**src/design/glit_pkg.sv**
```systemverilog
// shared types and constants for the goal line intercept tracker
`timescale 1ns / 1ps

package glit_pkg;

    // field and register widths
    localparam int IN_W       = 16;
    localparam int THR_W      = 15;
    localparam int SPD_W      = 8;
    localparam int MINP_W     = 8;
    localparam int CFG_DATA_W = 15;
    localparam int CFG_IDX_W  = 2;
    localparam int PRED_W     = 16;
    localparam int ACT_W      = 2;
    localparam int DIR_W      = 4;
    localparam int WORD_W     = 16;

    // running sum widths
    localparam int SUMX_W = 24;
    localparam int SUMY_W = 24;
    localparam int SY2_W  = 38;
    localparam int SXY_W  = 40;
    localparam int CNT_W  = 8;
    localparam int PROD_W = 32;

    // fit arithmetic
    localparam int OPA_W    = 24;
    localparam int OPB_W    = 40;
    localparam int HALF_W   = 20;
    localparam int PART_W   = OPA_W + HALF_W + 1;
    localparam int ACC_W    = 64;
    localparam int DEN_W    = 48;
    localparam int DIVD_W   = 64;
    localparam int DIVS_W   = 48;
    localparam int STEP_W   = 4;
    localparam int MUL_STEPS = 8;

    // register indexes
    localparam logic [CFG_IDX_W-1:0] REG_MOVE_THRESHOLD = 2'd0;
    localparam logic [CFG_IDX_W-1:0] REG_DRIVE_SPEED    = 2'd1;
    localparam logic [CFG_IDX_W-1:0] REG_MIN_POINTS     = 2'd2;

    localparam logic [THR_W-1:0]  THR_RESET  = 15'd32;
    localparam logic [SPD_W-1:0]  SPD_RESET  = 8'd250;
    localparam logic [MINP_W-1:0] MINP_RESET = 8'd5;

    // actions and motor codes
    localparam logic [ACT_W-1:0] ACT_HOLD  = 2'd0;
    localparam logic [ACT_W-1:0] ACT_RIGHT = 2'd1;
    localparam logic [ACT_W-1:0] ACT_LEFT  = 2'd2;

    localparam logic [DIR_W-1:0] DIR_STOP    = 4'h0;
    localparam logic [DIR_W-1:0] DIR_FORWARD = 4'h9;
    localparam logic [DIR_W-1:0] DIR_REVERSE = 4'h6;

    localparam logic [SPD_W-1:0] SPEED_LIMIT = 8'd250;
    localparam int FAIL_POS = -16;
    localparam logic [CNT_W-1:0] FIT_MIN_POINTS = 8'd3;

    localparam int QUEUE_DEPTH = 2;

    // parameter defaults
    localparam int MAX_POINTS_DEF = 255;
    localparam int POS_WIDTH_DEF  = 16;

    typedef struct packed {
        logic [THR_W-1:0]  move_threshold;
        logic [SPD_W-1:0]  drive_speed;
        logic [MINP_W-1:0] min_points;
    } cfg_t;

    typedef struct packed {
        logic signed [SUMX_W-1:0] sum_x;
        logic signed [SUMY_W-1:0] sum_y;
        logic [SY2_W-1:0]         sum_y_sq;
        logic signed [SXY_W-1:0]  sum_xy;
        logic [CNT_W-1:0]         count;
    } snap_t;

endpackage

```
**src/design/glit_queue.sv**
```systemverilog
// short register queue of fit jobs between front and back
`timescale 1ns / 1ps

module glit_queue (
    input  logic            clk,
    input  logic            rst_n,
    input  logic            push,
    input  glit_pkg::snap_t push_data,
    output logic            full,
    input  logic            pop,
    output glit_pkg::snap_t pop_data,
    output logic            empty
);

    localparam int DEPTH = glit_pkg::QUEUE_DEPTH;
    localparam int PTR_W = (DEPTH > 1) ? $clog2(DEPTH) : 1;
    localparam int CNT_W = $clog2(DEPTH + 1);
    localparam logic [PTR_W-1:0] LAST_PTR = PTR_W'(DEPTH - 1);

    glit_pkg::snap_t mem_reg [DEPTH];

    logic [PTR_W-1:0] wptr_reg, wptr_next;
    logic [PTR_W-1:0] rptr_reg, rptr_next;
    logic [CNT_W-1:0] cnt_reg, cnt_next;

    assign full     = (cnt_reg == CNT_W'(DEPTH));
    assign empty    = (cnt_reg == '0);
    assign pop_data = mem_reg[rptr_reg];

    always_comb
    begin
        wptr_next = wptr_reg;
        rptr_next = rptr_reg;
        cnt_next  = cnt_reg;
        if (push)
        begin
            wptr_next = (wptr_reg == LAST_PTR) ? '0 : wptr_reg + 1'b1;
        end
        if (pop)
        begin
            rptr_next = (rptr_reg == LAST_PTR) ? '0 : rptr_reg + 1'b1;
        end
        if (push && !pop)
        begin
            cnt_next = cnt_reg + 1'b1;
        end
        else if (pop && !push)
        begin
            cnt_next = cnt_reg - 1'b1;
        end
    end

    always_ff @(posedge clk or negedge rst_n)
    begin
        if (!rst_n)
        begin
            wptr_reg <= '0;
            rptr_reg <= '0;
            cnt_reg  <= '0;
        end
        else
        begin
            wptr_reg <= wptr_next;
            rptr_reg <= rptr_next;
            cnt_reg  <= cnt_next;
        end
    end

    always_ff @(posedge clk)
    begin
        if (push)
        begin
            mem_reg[wptr_reg] <= push_data;
        end
    end

    a_no_push_full: assert property (@(posedge clk) disable iff (!rst_n)
        push |-> !full)
        else $error("job pushed into a full queue");

    a_no_pop_empty: assert property (@(posedge clk) disable iff (!rst_n)
        pop |-> !empty)
        else $error("job popped from an empty queue");

endmodule

```
**config.mk**
```make
export PLATFORM = sky130hd
export DESIGN_NAME = glit_queue
export DESIGN_NICKNAME = d
export VERILOG_FILES = /design/src/design/glit_pkg.sv /design/src/design/glit_queue.sv
export SDC_FILE = /design/constraint.sdc
export NUM_CORES = 1
export LEC_CHECK = 0
export BUFFER_PORTS_ARGS = -buffer_cell sky130_fd_sc_hd__buf_2
export CAP_MARGIN = 15
export CORE_ASPECT_RATIO = 0.7
export CORE_UTILIZATION = 34
export CTS_CLUSTER_SIZE = 10
export DETAILED_ROUTE_END_ITERATION = 10
export PLACE_DENSITY = 0.65
export SLEW_MARGIN = 20
export SYNTH_ARGS = -nofsm -noshare
export SYNTH_HDL_FRONTEND = slang
export SYNTH_SLANG_ARGS = --single-unit
```
**constraint.sdc**
```tcl
create_clock -name clk -period 10.6 [get_ports clk]
set_input_delay 1.06 -clock clk [delete_from_list [all_inputs] [get_ports clk]]
set_output_delay 1.06 -clock clk [all_outputs]
set_load 0.02 [all_outputs]
```
Yosys cells after proc, flatten, opt, wreduce, memory -nomap -nowiden
Memories as Yosys holds them, arrays and structs flattened.
Index checks and enable logic that the tools add are counted.
{"block": "classes", "n_addsub": 4, "eq_ne": 1, "mux": 6, "n_reduce_logical": 6}
{"cell": "2-to-1 mux 1 bit", "count": 4}
{"cell": "2-to-1 mux 2 bit", "count": 2}
{"cell": "adder 1 bit (second input constant)", "count": 2}
{"cell": "adder 2 x 1 -> 2 bit (second input constant)", "count": 1}
{"cell": "equality test 2 bit (second input constant)", "count": 1}
{"cell": "logical AND 1 bit", "count": 2}
{"cell": "zero test 1 bit", "count": 2}
{"cell": "zero test 2 bit", "count": 1}
{"cell": "nonzero test 2 bit", "count": 1}
{"cell": "subtractor 2 x 1 -> 2 bit (second input constant)", "count": 1}
{"block": "totals", "register_bits": 4, "mem_bits_rw": 268, "input_bits": 138, "word_cells": 21, "n_memories": 1}
{"name": "mem_reg", "depth": 2, "word_bits": 134, "read_ports": 1, "rd_ports_with_merged_regs": 0, "wr": 1, "line": "glit_queue.sv:20", "source": "glit_pkg::snap_t mem_reg [DEPTH];"}

Depth between registers and ports, before layout
Gate-level depths: netlist (run 1).
{"block": "logic_depth", "word_depth": 4, "ltp_mapped": 5}

Worst setup path before layout (run 1)
OpenSTA, ideal clock, no wires.
{"block": "synth_path", "path_type": "input to register", "from": "input port push", "to": "memory mem_reg[0][0] in the netlist's numbering, enable pin", "arrival_time_ns": 6.864, "required_ns": 9.955, "slack_ns": 3.091, "stages": 1, "n_path_buf": 0, "cell_sequence": "nor2b_1"}
{"block": "synth_via", "elab_chain_len": 2}
{"item": "from (decl)", "line": "glit_queue.sv:7", "source": "input logic push,"}
{"item": "2-to-1 mux 1 bit", "line": "glit_queue.sv:71", "source": "if (push)"}
{"item": "2-to-1 mux 1 bit (implied by the code)", "line": "glit_queue.sv:73", "source": "mem_reg[wptr_reg] <= push_data;"}
{"item": "to (decl)", "line": "glit_queue.sv:20"}
No other way between the ends.

==> reports/qor.yml, run 1 <==
job:
  max_cap_violations: 0
logic_synthesis:
  post_synth.cell_area_avg_sq_um: 23.2
  postSynth.topFlopCell: "sky130_fd_sc_hd__edfxtp_1"
  post_synth_top_cells: "sky130_fd_sc_hd__edfxtp_1 (268), sky130_fd_sc_hd__mux2_2 (84), sky130_fd_sc_hd__mux2_4 (50)"
  post_synth_main_area_contributors: "sky130_fd_sc_hd__edfxtp_1 (80%), sky130_fd_sc_hd__mux2_2 (9.4%), sky130_fd_sc_hd__mux2_4 (7.5%), sky130_fd_sc_hd__dfrtp_1 (1.0%), sky130_fd_sc_hd__buf_6 (0.78%)"
  synth_top_area_cell: "sky130_fd_sc_hd__edfxtp_1"
  synthArstFlopShare: 0.0147
  yosysWarnings: 0
  synth.top_cell.area_share: 0.801
  synth_fp_nets: 572
  synthMostInstantiatedCell: "sky130_fd_sc_hd__edfxtp_1"
  syn_area_sq_um: 10000
  netlist_instances: 433
  synth-edff-count: 268
  yosysUniqueCellTypes: 13
  sequential_fraction_of_the_synthesis_area: 0.811
  synth_seq_cells: 272
setup_path:
  critPathCaptureType: "primary output"
  worstPathMaxFanout: 55
  rrSetupSlack_ps: 8470
  worst_r2r_endpoint: "mem_reg[0][89]"
  worstSetupPathType: "reg -> out"
  worst-endpoint-required_ps: 9540
  rr_worst_depth: 3
  critical_path_arrival_ps: 2840
  crit_path_start_kind: "flip-flop"
  r2r_start: "wptr_reg"
die:
  floorplan.die.height_microns: 146
  pin_count: 274
  floorplan.initialDensity: 0.347
  rows: 52
  fp.dieW_microns: 207
  core_area_sq_um: 29000
  floorplan.die_area_sq_um: 30300
placement:
  globalplace.congestion: 0.718
  placed_instances: 1076
  io_buffer_count: 273
  detailed_place_hpwl_microns: 12800
detailed_routing:
  drt-initial-drc-count: 147
  drt_drc_violations_left: 0
  detail_route.wirelength_microns: 19800
  via_count: 5014
  detailed_router_iteration_count_before_antenna_repair: 4
  routed_wl_per_cell_microns: 17.6
  drt-vias-per-instance: 4.46
  number_of_antenna_violating_nets_in_the_routed_design: 0
clock_tree:
  tritoncts_clock_tree: "yes"
  cts_buffers: 31
  numClockSinks: 272
  worst_setup_hold_path_clk_slew_ps: 50
  cts-resized-gates: 0
  clock_root_buffer: "sky130_fd_sc_hd__clkbuf_16"
  clock_tree.htree_level_count: 1
  worstSkewPairLatency_ps: 540
  cts_setup_buffers: 0
  hold_buffers: 0
  cts_max_path_buffers: 3
sta:
  report.final.slew_viol_count: 0
  timing.final.crit_share: 0.368
  report.final.hold_viol_count: 0
  fin_worst_skew_ps: 9.51
  maximum_achievable_frequency_mhz: 257
  final_period_minus_worst_setup_slack_ps: 3900
  timing.final.setup_violations: 0
  grt_setup_unrepaired: "false"
  setup_tns_ps: 0
  transition_time_at_the_pin_with_the_least_slew_margin_ps: 864
  max-slew-margin-rel: 0.424
layout:
  area_delta_synth_final_pct: 26.2
  layout-drive-gt1-share: 0.603
  stdcell_count: 1125
  nNetsFinal: 870
  largest_register_ff_count: 268
grt:
  track_usage: 0.127
  grt-ovfl-total: 0
  global_route_wire_length_before_repair_microns: 29900
  first_global_vias: 5367
  grt_start_max_net_pins: 56
  initial_antenna_violation_count: 2
power_and_ir_drop:
  ir_worst_vdd_mv: 0.127
  cellPowerDensity_nw_per_um2: 279
  leakagePower_nw: 4.87
status:
  run_status: "completed"
min_path:
  hold_path.class: "in -> async"
cells by family (layout without fill, tap and decap cells):
family	Yosys count	in the layout	synth area share
buffers and inverters	16	328	0.0122
other	0	2	0
DFF	272	272	0.811
adders and majority gates	1	1	0.00124
and+or+nand+nor	5	5	0.00262
muxes	134	134	0.169
xor gates and xnor gates	5	5	0.00436
power breakdown:
| group | internal [W] | switching, W | leakage (nW) |
|---|---|---|---|
| logic | 0.000464 | 0.000651 | 1.90 |
| registers | 0.00143 | 0.0000852 | 2.56 |
| clock network | 0.000535 | 0.000376 | 0.408 |
layer usage:
metal | track usage | routed length [microns] | vias to the layer above | part of all wire
met2 | 0.196 | 8800 | 183 | 0.44
met4 | 0.0325 | 406 | 0 | 0.021
met5 | 0 | 0 | - | 0
met1 | 0.167 | 8680 | 2481 | 0.44
met3 | 0.0527 | 1890 | 34 | 0.096
li1 | - | - | 2316 | -
per-stage QoR:
step	setup WS, ps	utilization	cell area [sq um]	hold slack (ps)	total power, W
final	6700	0.438	12700	315	0.00354
after global routing	6540	0.438	12700	291	0.00371
after CTS	6630	0.438	12700	272	0.00360
after detailed placement	7230	0.409	11800	495	0.00267
after global placement	7240	0.409	11800	475	0.00266
after floorplan	3090	-	10000	455	0.00236
final cells by class:
cell class	instances	area (sq um)
Antenna cell	2	5.00
Clock buffer	45	838
Clock inverter	2	7.51
Fill cell	2544	16300
Inverter	1	3.75
Multi-Input combinational cell	145	1790
Sequential cell	272	8150
Tap cell	378	473
Timing Repair Buffer	280	1420
worst max path at each step:
stage | from | endpoint | slack, ps
3_3_place_gp | rptr_reg | pop_data[17] | 7240
4_1_cts | rptr_reg | pop_data[36] | 6630
5_1_grt | rptr_reg | pop_data[36] | 6540
2_1_floorplan | push | mem_reg[0][0] | 3090
3_5_place_dp | rptr_reg | pop_data[36] | 7230
6_report | rptr_reg | pop_data[36] | 6700
placed cells by master (no fill, tap or decap):
cell / n
sky130_fd_sc_hd__ha_1: 1
sky130_fd_sc_hd__buf_4: 7
sky130_fd_sc_hd__edfxtp_1: 268
sky130_fd_sc_hd__clkbuf_1: 13
sky130_fd_sc_hd__nor2b_4: 1
sky130_fd_sc_hd__buf_2: 273
sky130_fd_sc_hd__mux2_2: 84
sky130_fd_sc_hd__and2_4: 1
sky130_fd_sc_hd__mux2_4: 50
sky130_fd_sc_hd__nor2_1: 2
sky130_fd_sc_hd__clkinv_1: 2
sky130_fd_sc_hd__diode_2: 2
sky130_fd_sc_hd__nor2b_1: 1
sky130_fd_sc_hd__clkbuf_8: 1
sky130_fd_sc_hd__dfrtp_4: 1
sky130_fd_sc_hd__xnor2_1: 1
sky130_fd_sc_hd__dfrtp_1: 3
sky130_fd_sc_hd__inv_1: 1
sky130_fd_sc_hd__clkbuf_16: 31
sky130_fd_sc_hd__xor2_1: 4
worst max-delay path, stage by stage, from the launching register on:
cell and delay, ps:
sky130_fd_sc_hd__dfrtp_4 840, sky130_fd_sc_hd__buf_4 780, sky130_fd_sc_hd__mux2_2 420, sky130_fd_sc_hd__buf_2 160
Note: power is estimated with default switching activity, not from simulation.
==> run 2: changes to the inputs <==
--- a/config.mk
+++ b/config.mk
@@ -5,6 +5,7 @@
 export SDC_FILE = /design/constraint.sdc
 export NUM_CORES = 1
 export LEC_CHECK = 0
+export ABC_AREA = 1
 export BUFFER_PORTS_ARGS = -buffer_cell sky130_fd_sc_hd__buf_2
 export CAP_MARGIN = 15
 export CORE_ASPECT_RATIO = 0.7
==> constraint.sdc (replaced) <==
create_clock -name clk -period 4.1 [get_ports clk]
set_input_delay 0.41 -clock clk [delete_from_list [all_inputs] [get_ports clk]]
set_output_delay 0.41 -clock clk [all_outputs]
set_load 0.02 [all_outputs]
==> reports/qor.yml, run 2 <==
status:
  run_status: "completed"
sta:
  grt_setup_unrepaired: "false"
  max-slew-margin-rel: 0.309
  setup_tns_ps: 0
  report.final.hold_viol_count: 0
  fin_worst_skew_ps: 16.7
  final_period_minus_worst_setup_slack_ps: 2820
  post-route-worst-setup-slack_ps: 1280
  maximum_achievable_frequency_mhz: 354
  timing.final.crit_share: 0.689
  timing.final.setup_violations: 0
  transition_time_at_the_pin_with_the_least_slew_margin_ps: 1040
  report.final.slew_viol_count: 0
setup_path:
  r2r_start: "wptr_reg"
  worstPathMaxFanout: 60
  worst_r2r_endpoint: "mem_reg[1][19]"
  critPathLaunch: "rptr_reg"
  crit_path_end: "pop_data[17]"
  worst-endpoint-required_ps: 3690
  rrSetupSlack_ps: 2170
  rr_worst_depth: 3
  critical_path_arrival_ps: 2410
  critPathCaptureType: "primary output"
  crit_path_start_kind: "flip-flop"
  worstSetupPathType: "reg -> out"
clock_tree:
  clock_tree.htree_level_count: 1
  cts_buffers: 31
  clock_root_buffer: "sky130_fd_sc_hd__clkbuf_16"
  worstSkewPairLatency_ps: 550
  numClockSinks: 272
  cts-resized-gates: 0
  cts_setup_buffers: 0
  worst_setup_hold_path_clk_slew_ps: 60
  cts_max_path_buffers: 3
  tritoncts_clock_tree: "yes"
layout:
  nNetsFinal: 879
  antenna-diode-count: 0
  final_core_utilization: 0.441
  commonest_non_fill_non_tap_cell_in_the_layout: "sky130_fd_sc_hd__buf_2"
  final_cell_area_sq_um: 12800
  largest_register_ff_count: 268
  area_delta_synth_final_pct: 27.2
  layout-drive-gt1-share: 0.586
  final_cell_mix: "sky130_fd_sc_hd__buf_2 (273), sky130_fd_sc_hd__edfxtp_1 (268), sky130_fd_sc_hd__mux2_2 (84)"
  stdcell_count: 1142
placement:
  placed_instances: 1083
  dpl_cell_area_sq_um: 11900
  dp_worst_setup_slack_ps: 1830
  io_buffer_count: 273
  detailed_place_hpwl_microns: 12100
  globalplace.congestion: 0.732
die:
  fp.dieW_microns: 208
  floorplan.initialDensity: 0.347
  pin_count: 274
  floorplan.die_area_sq_um: 30300
  core_area_sq_um: 29000
  floorplan.die.height_microns: 146
  rows: 52
power_and_ir_drop:
  cellPowerDensity_nw_per_um2: 725
  leakagePower_nw: 4.93
  ir_worst_vdd_mv: 0.370
grt:
  track_usage: 0.121
  global_route_wire_length_before_repair_microns: 28300
  grt_start_max_net_pins: 86
  grt_util_met1: 0.154
  initial_antenna_violation_count: 2
  globalRouteMet2Util: 0.193
  grt_most_used_layer: "met2"
  grtUsageMet3: 0.0492
  first_global_vias: 5175
  grt-ovfl-total: 0
job:
  max_cap_violations: 0
logic_synthesis:
  postSynth.topFlopCell: "sky130_fd_sc_hd__edfxtp_1"
  yosysWarnings: 0
  synthArstFlopShare: 0.0147
  synth-edff-count: 268
  synth.top_cell.area_share: 0.799
  synth_seq_cells: 272
  synthMostInstantiatedCell: "sky130_fd_sc_hd__edfxtp_1"
  post_synth.cell_area_avg_sq_um: 22.8
  synth_fp_nets: 581
  sequential_fraction_of_the_synthesis_area: 0.809
  netlist_instances: 442
  synth_top_area_cell: "sky130_fd_sc_hd__edfxtp_1"
  syn_area_sq_um: 10100
  post_synth_main_area_contributors: "sky130_fd_sc_hd__edfxtp_1 (80%), sky130_fd_sc_hd__mux2_2 (9.4%), sky130_fd_sc_hd__mux2_4 (7.5%), sky130_fd_sc_hd__dfrtp_1 (0.99%), sky130_fd_sc_hd__buf_6 (0.78%)"
  post_synth_top_cells: "sky130_fd_sc_hd__edfxtp_1 (268), sky130_fd_sc_hd__mux2_2 (84), sky130_fd_sc_hd__mux2_4 (50)"
  yosysUniqueCellTypes: 14
min_path:
  hold_path.class: "in -> reg"
detailed_routing:
  routed_wl_per_cell_microns: 16.7
  detail_route.wirelength_microns: 19000
  number_of_antenna_violating_nets_in_the_routed_design: 0
  detailed_router_iteration_count_before_antenna_repair: 4
  drt_drc_violations_left: 0
  via_count: 5032
  drt-vias-per-instance: 4.41
  drt-initial-drc-count: 271
==> run 2: kinds of logic (layout without fill, tap and decap cells) <==
| kind of cell | count (synthesis) | count (layout) | synth area share |
|---|---|---|---|
| adders and majority gates | 1 | 1 | 0.00124 |
| muxes | 134 | 134 | 0.168 |
| xor gates and xnor gates | 3 | 3 | 0.00261 |
| buffers and inverters | 22 | 344 | 0.0144 |
| and+or+nand+nor | 10 | 10 | 0.00410 |
| DFF | 272 | 272 | 0.809 |
==> run 2: metal layers <==
metal  up-vias  wire, microns
met5         -              0
met3        33           1600
li1       2348              -
met2       178           8910
met1      2473           8140
met4         0            377
==> run 2: final cells by class <==
cell class,count,area [sq um]
clock buffers,55,866
clock inverters,2,38.8
fillers,2586,16200
inverters,7,31.3
multi-input cells,148,1780
flip-flops and latches,272,8150
well taps,378,473
repair buffers,280,1460
==> run 2: timing repair <==
item / in CTS / in global routing
setup endpoints to repair: 0 / 0
hold buffers: 2 / 0
hold endpoints to repair: 6 / 0
==> run 2: where the power goes <==
part           total (W)  internal [W]  switching, W
Clock            0.00247       0.00147      0.000994
Combinational    0.00292       0.00122       0.00170
Sequential       0.00390       0.00370      0.000207
==> run 2: worst min-delay path by stage <==
stage                               from               to  slack, ps  cells past startpoint
after floorplan                    rst_n       cnt_reg[0]        110                      0
after global placement             rst_n       cnt_reg[0]        230                      1
after detailed placement           rst_n       cnt_reg[0]        230                      1
after CTS                   push_data[8]    mem_reg[0][8]          1                      1
after global routing      push_data[104]  mem_reg[0][104]          4                      1
final                       push_data[8]    mem_reg[0][8]         40                      1
==> run 2: through the flow <==
step / hold WS, ps / power [W]
3_5_place_dp: 226 / 0.00693
4_1_cts: 1.30 / 0.00944
2_1_floorplan: 114 / 0.00606
5_1_grt: 3.79 / 0.00971
3_3_place_gp: 226 / 0.00690
6_report: 41.0 / 0.00929
==> run 2: worst max-delay path, stage by stage (launching register included) <==
cell and delay [ps]:
sky130_fd_sc_hd__dfrtp_4 840, sky130_fd_sc_hd__buf_12 360, sky130_fd_sc_hd__mux2_2 390, sky130_fd_sc_hd__buf_2 160
==> run 3: changes to the inputs <==
--- a/config.mk
+++ b/config.mk
@@ -12,7 +12,7 @@
 export CORE_UTILIZATION = 34
 export CTS_CLUSTER_SIZE = 10
 export DETAILED_ROUTE_END_ITERATION = 10
-export PLACE_DENSITY = 0.65
+export PLACE_DENSITY = 0.67
 export SLEW_MARGIN = 20
 export SYNTH_ARGS = -nofsm -noshare
 export SYNTH_HDL_FRONTEND = slang
==> constraint.sdc (replaced) <==
create_clock -name clk -period 2.3 [get_ports clk]
set_input_delay 0.23 -clock clk [delete_from_list [all_inputs] [get_ports clk]]
set_output_delay 0.23 -clock clk [all_outputs]
set_load 0.02 [all_outputs]
==> reports/qor.yml, run 3 (same netlist as run 2, synthesis figures left out) <==
placement:
  dpl_cell_area_sq_um: 12000
  io_buffer_count: 273
  detailed_place_hpwl_microns: 12100
  dp_worst_setup_slack_ps: 635
  placed_instances: 1090
  globalplace.congestion: 0.683
layout:
  antenna-diode-count: 0
  commonest_non_fill_non_tap_cell_in_the_layout: "sky130_fd_sc_hd__buf_2"
  final_cell_area_sq_um: 14300
  stdcell_count: 1287
  layout-drive-gt1-share: 0.503
  area_delta_synth_final_pct: 42.0
  filler_cell_count: 2410
  largest_register_ff_count: 268
  final_cell_mix: "sky130_fd_sc_hd__buf_2 (273), sky130_fd_sc_hd__edfxtp_1 (268), sky130_fd_sc_hd__dlygate4sd3_1 (139)"
  nNetsFinal: 1023
detailed_routing:
  detailed_router_iteration_count_before_antenna_repair: 4
  highest-signal-layer: "met4"
  detail_route.wirelength_microns: 21100
  number_of_antenna_violating_nets_in_the_routed_design: 0
  m1WireLength_microns: 8800
  dr_wl_met3_microns: 1590
  routed_wl_per_cell_microns: 16.4
  drt-vias-per-instance: 4.37
  drt_drc_violations_left: 0
  wl_met2_microns: 10300
  drt-initial-drc-count: 221
  via_count: 5620
grt:
  global_route_wire_length_before_repair_microns: 32900
  track_usage: 0.139
  initial_antenna_violation_count: 0
  grt-ovfl-total: 0
  first_global_vias: 6217
  grt_start_max_net_pins: 73
setup_path:
  worst_r2r_endpoint: "mem_reg[1][70]"
  worst-endpoint-required_ps: 2070
  r2r_start: "wptr_reg"
  worstPathMaxFanout: 42
  critPathCaptureType: "primary output"
  rrSetupSlack_ps: 700
  crit_path_start_kind: "flip-flop"
  worstSetupPathType: "reg -> out"
  critical_path_arrival_ps: 1960
  rr_worst_depth: 3
sta:
  setup_tns_ps: 0
  report.final.slew_viol_count: 0
  grt_setup_unrepaired: "false"
  timing.final.setup_violations: 0
  maximum_achievable_frequency_mhz: 456
  final_period_minus_worst_setup_slack_ps: 2190
  timing.final.crit_share: 0.953
  max-slew-margin-rel: 0.663
  report.final.hold_viol_count: 0
  transition_time_at_the_pin_with_the_least_slew_margin_ps: 504
  post-route-worst-setup-slack_ps: 108
  fin_worst_skew_ps: 15.0
die:
  floorplan.initialDensity: 0.347
  core_area_sq_um: 29000
  pin_count: 274
  floorplan.die_area_sq_um: 30300
  rows: 52
  floorplan.die.height_microns: 146
  fp.dieW_microns: 208
clock_tree:
  clock_tree.htree_level_count: 1
  clock_root_buffer: "sky130_fd_sc_hd__clkbuf_16"
  cts_max_path_buffers: 3
  cts_buffers: 31
  worstSkewPairLatency_ps: 550
  tritoncts_clock_tree: "yes"
  worst_setup_hold_path_clk_slew_ps: 60
  numClockSinks: 272
power_and_ir_drop:
  power_switching_share: 0.316
  leakagePower_nw: 5.55
  ir_worst_vdd_mv: 1.04
  sequentialPowerShare: 0.404
  cellPowerDensity_nw_per_um2: 1180
  power.share.combinational: 0.338
  finalPower_w: 0.0169
  power.internal_w: 0.0116
  power_switching_w: 0.00534
  pwr-share-clk: 0.257
status:
  run_status: "completed"
job:
  max_cap_violations: 0
min_path:
  min_delay_path_depth: 2
  worst_hold_path.endpoint: "mem_reg[1][15]"
  hold_path.startpoint: "push_data[15]"
  hold_path.class: "in -> reg"
[run 3: worst max path at each step]
stage	from	endpoint	slack [ps]
2_1_floorplan	wptr_reg	mem_reg[1][0]	-570
3_3_place_gp	rptr_reg	pop_data[130]	640
3_5_place_dp	rptr_reg	pop_data[130]	630
4_1_cts	rptr_reg	pop_data[130]	50
5_1_grt	rptr_reg	pop_data[37]	9
6_report	rptr_reg	pop_data[37]	110
[run 3: per-layer routing]
| layer | GRT usage | up-vias |
|---|---|---|
| met3 | 0.0486 | 38 |
| met1 | 0.167 | 2762 |
| met4 | 0.0352 | 0 |
| met2 | 0.238 | 184 |
| li1 | - | 2636 |
| met5 | 0 | - |
[run 3: worst max-delay path, cell delays in order, from the launching register on]
cell and delay [ps]:
sky130_fd_sc_hd__dfrtp_4 530, sky130_fd_sc_hd__buf_12 300, sky130_fd_sc_hd__mux2_2 390, sky130_fd_sc_hd__buf_2 170
[run 3: cell type report]
type                       instances  area (sq um)  share of cell area
inverter                           7          30.0             0.00210
tap                              378           473              0.0331
multi-input combinational        148          1790               0.125
timing repair buffer             424          2960               0.207
sequential                       272          8150               0.570
clock inverter                     2          16.3             0.00114
clock buffer                      56           880              0.0615
[run 3: power by group through the flow]
stage,clock network [W],registers [W],logic (W)
final,0.00436,0.00684,0.00573
after global placement,0,0.00688,0.00558
after floorplan,0,0.00689,0.00389
after global routing,0.00468,0.00693,0.00608
after detailed placement,0,0.00693,0.00557
after CTS,0.00451,0.00683,0.00578
[run 3: through the flow]
stage,hold slack (ps),util
finish,397,0.493
global route,368,0.493
CTS,356,0.493
detailed placement,48.3,0.414
global placement,45.1,0.414
floorplan,-65.6,-
[run 3: timing repair]
action | CTS | global route
hold endpoints to repair | 274 | 0
buffers inserted | 0 | 0
hold buffers | 139 | 0
resized for setup | 0 | 0
